### src/design/mscc_pkg.sv
// Shared types, constants and helpers for the marching-squares contour cell.
// No dependencies.
package mscc_pkg;

    localparam int VAL_W   = 16;
    localparam int SUM_W   = VAL_W + 1;
    localparam int IDX_W   = 10;
    localparam int PT_W    = 24;
    localparam int STEP_W  = 23;
    localparam int FRAC_W  = 12;
    localparam int R_W     = FRAC_W + 1;
    localparam int BITS_PER_STAGE = 2;
    localparam int DIV_STAGES = FRAC_W / BITS_PER_STAGE;
    localparam int IPROD_W = IDX_W + STEP_W + 1;
    localparam int BASE_W  = IPROD_W + 1;
    localparam int WIDE_W  = BASE_W + 1;

    localparam logic [2:0] CFG_LEVEL_OFFSET = 3'd0;
    localparam logic [2:0] CFG_ORIGIN_X     = 3'd1;
    localparam logic [2:0] CFG_ORIGIN_Y     = 3'd2;
    localparam logic [2:0] CFG_STEP_X       = 3'd3;
    localparam logic [2:0] CFG_STEP_Y       = 3'd4;

    localparam logic [STEP_W-1:0] STEP_RESET = STEP_W'(4096);

    localparam logic [1:0] EDGE_LEFT   = 2'd0;
    localparam logic [1:0] EDGE_BOTTOM = 2'd1;
    localparam logic [1:0] EDGE_RIGHT  = 2'd2;
    localparam logic [1:0] EDGE_TOP    = 2'd3;

    typedef enum logic [1:0] {
        FM_ZERO,
        FM_FULL,
        FM_DIV
    } t_fmode;

    typedef struct packed {
        logic [2:0]      n;
        logic [3:0][1:0] e;
    } t_seq;

    function automatic t_seq mscc_seq(input logic [3:0] code);
        t_seq s;
        s.n = 3'd2;
        s.e = '0;
        unique case (code)
            4'd8, 4'd7: begin
                s.e[0] = EDGE_LEFT;   s.e[1] = EDGE_BOTTOM;
            end
            4'd4, 4'd11: begin
                s.e[0] = EDGE_BOTTOM; s.e[1] = EDGE_RIGHT;
            end
            4'd1, 4'd14: begin
                s.e[0] = EDGE_RIGHT;  s.e[1] = EDGE_TOP;
            end
            4'd2, 4'd13: begin
                s.e[0] = EDGE_TOP;    s.e[1] = EDGE_LEFT;
            end
            4'd12, 4'd3: begin
                s.e[0] = EDGE_LEFT;   s.e[1] = EDGE_RIGHT;
            end
            4'd10, 4'd5: begin
                s.e[0] = EDGE_BOTTOM; s.e[1] = EDGE_TOP;
            end
            4'd9, 4'd6: begin
                s.n = 3'd4;
                s.e[0] = EDGE_LEFT;   s.e[1] = EDGE_BOTTOM;
                s.e[2] = EDGE_RIGHT;  s.e[3] = EDGE_TOP;
            end
            default: begin
                s.n = 3'd0;
            end
        endcase
        return s;
    endfunction

    function automatic logic [PT_W-1:0] mscc_sat(input logic signed [WIDE_W-1:0] v);
        logic signed [WIDE_W-1:0] hi;
        logic signed [WIDE_W-1:0] lo;
        hi = WIDE_W'(8388607);
        lo = -WIDE_W'(8388608);
        if (v > hi) begin
            return PT_W'(hi);
        end else if (v < lo) begin
            return PT_W'(lo);
        end
        return v[PT_W-1:0];
    endfunction

endpackage

### src/design/mscc_frac.sv
// Pipelined crossing-fraction unit: |a|*4096/|a-b| clamped to 0..4096.
// Two quotient bits per stage. Depends on mscc_pkg.
module mscc_frac (
    input  logic                                i_clk,
    input  logic                                i_adv,
    input  logic signed [mscc_pkg::SUM_W-1:0]   i_a,
    input  logic signed [mscc_pkg::SUM_W-1:0]   i_b,
    output logic        [mscc_pkg::R_W-1:0]     o_frac
);
    import mscc_pkg::*;

    logic signed [SUM_W:0] w_a;
    logic signed [SUM_W:0] w_d;
    logic [SUM_W-1:0]      w_na;
    logic [SUM_W-1:0]      w_nd;
    t_fmode                w_mode;

    logic [SUM_W-1:0]  r_rem  [0:DIV_STAGES];
    logic [SUM_W-1:0]  r_nd   [0:DIV_STAGES];
    logic [FRAC_W-1:0] r_q    [0:DIV_STAGES];
    t_fmode            r_mode [0:DIV_STAGES];

    always_comb begin
        w_a  = (SUM_W+1)'(i_a);
        w_d  = (SUM_W+1)'(i_a) - (SUM_W+1)'(i_b);
        w_na = w_a[SUM_W] ? SUM_W'(-w_a) : w_a[SUM_W-1:0];
        w_nd = w_d[SUM_W] ? SUM_W'(-w_d) : w_d[SUM_W-1:0];
        if (w_nd == '0) begin
            w_mode = FM_ZERO;
        end else if (w_na >= w_nd) begin
            w_mode = FM_FULL;
        end else begin
            w_mode = FM_DIV;
        end
    end

    always_ff @(posedge i_clk) begin
        if (i_adv) begin
            r_rem[0]  <= w_na;
            r_nd[0]   <= w_nd;
            r_q[0]    <= '0;
            r_mode[0] <= w_mode;
        end
    end

    for (genvar k = 0; k < DIV_STAGES; k++) begin : g_stage
        logic [SUM_W-1:0]  n_rem;
        logic [FRAC_W-1:0] n_q;
        logic [SUM_W:0]    w_t;

        always_comb begin
            n_rem = r_rem[k];
            n_q   = r_q[k];
            w_t   = '0;
            for (int j = 0; j < BITS_PER_STAGE; j++) begin
                w_t = {n_rem, 1'b0};
                if (w_t >= {1'b0, r_nd[k]}) begin
                    n_rem = SUM_W'(w_t - {1'b0, r_nd[k]});
                    n_q   = {n_q[FRAC_W-2:0], 1'b1};
                end else begin
                    n_rem = w_t[SUM_W-1:0];
                    n_q   = {n_q[FRAC_W-2:0], 1'b0};
                end
            end
        end

        always_ff @(posedge i_clk) begin
            if (i_adv) begin
                r_rem[k+1]  <= n_rem;
                r_nd[k+1]   <= r_nd[k];
                r_q[k+1]    <= n_q;
                r_mode[k+1] <= r_mode[k];
            end
        end
    end

    always_comb begin
        unique case (r_mode[DIV_STAGES])
            FM_ZERO: o_frac = '0;
            FM_FULL: o_frac = R_W'(1) << FRAC_W;
            default: o_frac = {1'b0, r_q[DIV_STAGES]};
        endcase
    end

endmodule

### config.mk
export PLATFORM = sky130hd
export DESIGN_NAME = mscc_frac
export DESIGN_NICKNAME = d
export VERILOG_FILES = /design/src/design/mscc_pkg.sv /design/src/design/mscc_frac.sv
export SDC_FILE = /design/constraint.sdc
export NUM_CORES = 1
export LEC_CHECK = 0
export ABC_CLOCK_PERIOD_IN_PS = 17180
export BUFFER_PORTS_ARGS = -buffer_cell sky130_fd_sc_hd__buf_4
export CORE_AREA = 2 2 207 209
export CTS_CLUSTER_DIAMETER = 40
export DETAILED_ROUTE_END_ITERATION = 8
export DIE_AREA = 0 0 209 211
export PLACE_DENSITY = 0.66
export SLEW_MARGIN = 20
export SYNTH_ARGS = -nofsm -noshare
export SYNTH_HDL_FRONTEND = slang
export SYNTH_SLANG_ARGS = --single-unit
### constraint.sdc
create_clock -name i_clk -period 17.18 [get_ports i_clk]
set_input_delay 3.436 -clock i_clk [delete_from_list [all_inputs] [get_ports i_clk]]
set_output_delay 3.436 -clock i_clk [all_outputs]
set_load 0.01 [all_outputs]
==> impl_metrics.ini <==
[outcome]
status = complete, no violations

[sta]
hold_viol_final = 0
worst_pin_slew_ns = 0.999
post-route-period-util_pct = 42.4
min_period_ns = 7.28
fin_skew_ns = 0.0208
setup_violations = 0
max_slew_margin_pct = 33.3
fmax_ghz = 0.137
tns_ns = 0
rsz0062_at_grt = no
slew_violations = 0

[synth]
synthCells = 2086
ys_types = 98
ys_seq_elements = 260
synth_commonest_cells = edfxtp_1 (260), ha_1 (232), inv_1 (200)
synth.most_common_cell = edfxtp_1
post-synth-top-area-cell = edfxtp_1
synth_edf_count = 260
synth_top_area_share_pct = 37.6
netlist_area_um2 = 20800
synth.net_count = 2361
yosysWarnings = 0
async_flop_share_pct = 0
synth_area_leaders = edfxtp_1 (38%), ha_1 (14%), xnor2_1 (4.8%), mux2_2 (4.6%), a21oi_1 (4.0%)
ys.flop_type = edfxtp_1
yosysSeqAreaShare_pct = 37.6
avgSynthCellArea_um2 = 9.96

[cts]
cts.clk_slew.worst_paths_ns = 0.05
htree_num_levels = 2
ctsResizeCount = 0
cts_setup_buffers = 0
tritoncts = yes
cts_buffers = 44
cts_sinks = 260
cts-root-buf = clkbuf_16
postCtsHoldBufs = 0
cts_max_path_buffers = 3
clkLatencyLatePin_ns = 0.56

[global_routing]
grtUsageTotal_pct = 22.6
grt_max_degree = 111
grt_pass1_vias = 15500
grt_pass1_wl_um = 79800
grt-ovfl-total = 0
antenna_found_initial = 0

[routing]
drtAntennaViolNets = 0
wl_um = 49500
num_vias = 15700
wl_per_cell_um = 18.1
drt_pass1_iterations = 7
vias_per_cell = 5.77
drc_errors = 0
drtIter0Drc = 1097

[setup_path]
arrival_ns = 7.57
cp_max_fo = 17
critPathKind = flop to flop
worstPathRequired_ns = 17.47
worstPathCellList = inv_1, fa_1, a21o_1, a21oi_1, o21ai_1, a2111oi_2, nor2_1, o21ai_1, and2_1, buf_4, inv_1, mux2_1, ha_1, nand2_1, nand2b_1, a21o_1, a21oi_1, a21boi_0, a2111oi_2, nor2_1, a211oi_4, inv_2, mux2_1
cp_slowest_cell = a211oi_4
start_kind = flop
cpPeakStageDelay_ns = 0.65
cp-end-kind = flop

[cells_and_area]
fin_util_pct = 55.7
final_nets = 2430
register_area_um2 = 7810
instances_no_fill = 2729
final_layout_size_suffix_gt1_share_pct = 12.6
area_growth_pct = 11.9
stdcell_area_um2 = 23200
diodes = 0
fillCellCount = 3604
multi_input_area_um2 = 12100

[die]
start_util_pct = 49.8
die_x_um = 209
core_area_um2 = 41800
ioPinCount = 49
die-area_um2 = 44100
dieHeight_um = 211
num_rows = 75

[placement]
port_buffers = 48
placed_area_um2 = 21700
gp_congestion = 0.891
dp_cells = 2648
hpwlAfterDp_um = 38700

[flow_run]
cap_viol_max_count = 0

[min_path]
hold_class = flop to flop
## logic make-up (layout without fill, tap and decap cells)
group                    Yosys count  count (layout)  synth area share, %
AO/OA/AOI/OAI                    573             573                 18.2
AND/OR/NAND/NOR                  498             498                 12.0
flip-flops                       260             260                 37.6
adder cells (fa/ha/maj)          239             239                 14.6
buffers and inverters            233             337                 4.37
XOR/XNOR                         182             182                 7.78
multiplexers                     101             101                 5.43
## sequential cells by signal, indices dropped and copies added (netlist names)
name,cells
r_mode,14
r_q,42
r_rem,102
r_nd,102
## per-layer routing
metal  vias to the layer above  global-route usage [%]  routed length, µm
met2                       274                    40.6              24300
met1                      7538                    28.4              22200
met4                         0                    7.51               1310
met3                        83                    2.51               1640
li1                       7852                       -                  -
met5                         -                       0                  0
## per-stage QoR
step                      hold slack [ns]  setup WS, ns
after floorplan                     0.400         10.06
after global placement              0.401          9.61
after detailed placement            0.406          9.49
after CTS                           0.401          9.96
after global routing                0.405          9.37
final                               0.407          9.90
## cell usage in the layout (no fill, tap or decap), types with 6 or more instances in the layout
| master | netlist | routed |
|---|---|---|
| nand4_1 | 32 | 32 |
| and3_1 | 8 | 8 |
| a41oi_1 | 6 | 6 |
| a21oi_1 | 165 | 165 |
| a311oi_1 | 8 | 8 |
| nor3_1 | 31 | 31 |
| xor2_1 | 64 | 64 |
| o211ai_1 | 7 | 7 |
| o21ai_1 | 6 | 6 |
| and2_1 | 24 | 24 |
| mux2i_1 | 7 | 7 |
| nand3_1 | 31 | 31 |
| mux2_1 | 9 | 9 |
| edfxtp_1 | 260 | 260 |
| o21ai_0 | 120 | 120 |
| nand2b_1 | 22 | 22 |
| inv_6 | 0 | 6 |
| a21boi_0 | 12 | 12 |
| nor2_1 | 146 | 146 |
| nand2_1 | 107 | 107 |
| ha_1 | 232 | 232 |
| a211o_1 | 7 | 7 |
| xnor2_1 | 115 | 115 |
| a31oi_1 | 27 | 27 |
| nor4_1 | 7 | 7 |
| a31o_2 | 9 | 9 |
| inv_8 | 0 | 7 |
| o21bai_1 | 21 | 21 |
| buf_4 | 2 | 53 |
| or2_2 | 15 | 15 |
| a211oi_1 | 9 | 9 |
| fa_1 | 7 | 7 |
| or3_1 | 20 | 20 |
| inv_1 | 200 | 200 |
| o21a_1 | 20 | 20 |
| mux2_2 | 85 | 85 |
| a21o_1 | 76 | 76 |
| clkbuf_16 | 0 | 46 |
| o31ai_1 | 17 | 17 |
| nor2b_1 | 29 | 29 |
## worst max-delay path, delay by kind of cell (launching register included)
family,cells,cell delay [ns]
AOI/OAI and AO/OA,10,3.09
buffers and inverters,4,0.93
and+or+nand+nor,5,0.91
adders and majority gates,2,0.85
muxes,2,0.77
DFF,1,0.45
## final cells by class
cell class | instances | share of cell area (%)
multi-input cells | 1593 | 51.9
clock inverters | 34 | 1.59
flip-flops and latches | 260 | 33.6
repair buffers | 54 | 1.78
inverters | 202 | 3.26
clock buffers | 47 | 4.97
well taps | 539 | 2.90
## path summary, 6_finish.rpt
| path | from | slack, ns | depth (start not counted) | end |
|---|---|---|---|---|
| worst max-delay path | r_nd[3][0] | 9.90 | 23 | r_rem[4][13] |
| worst max register to register | r_nd[3][0] | 9.90 | 23 | r_rem[4][13] |
| worst min-delay path | r_mode[1][1] | 0.41 | 0 | r_mode[2][1] |
| worst min register to register | r_mode[1][1] | 0.41 | 0 | r_mode[2][1] |
Power is left out: the tool's default activity adds up to more than one toggle a clock period on the data nets, which glitch-free logic cannot reach.
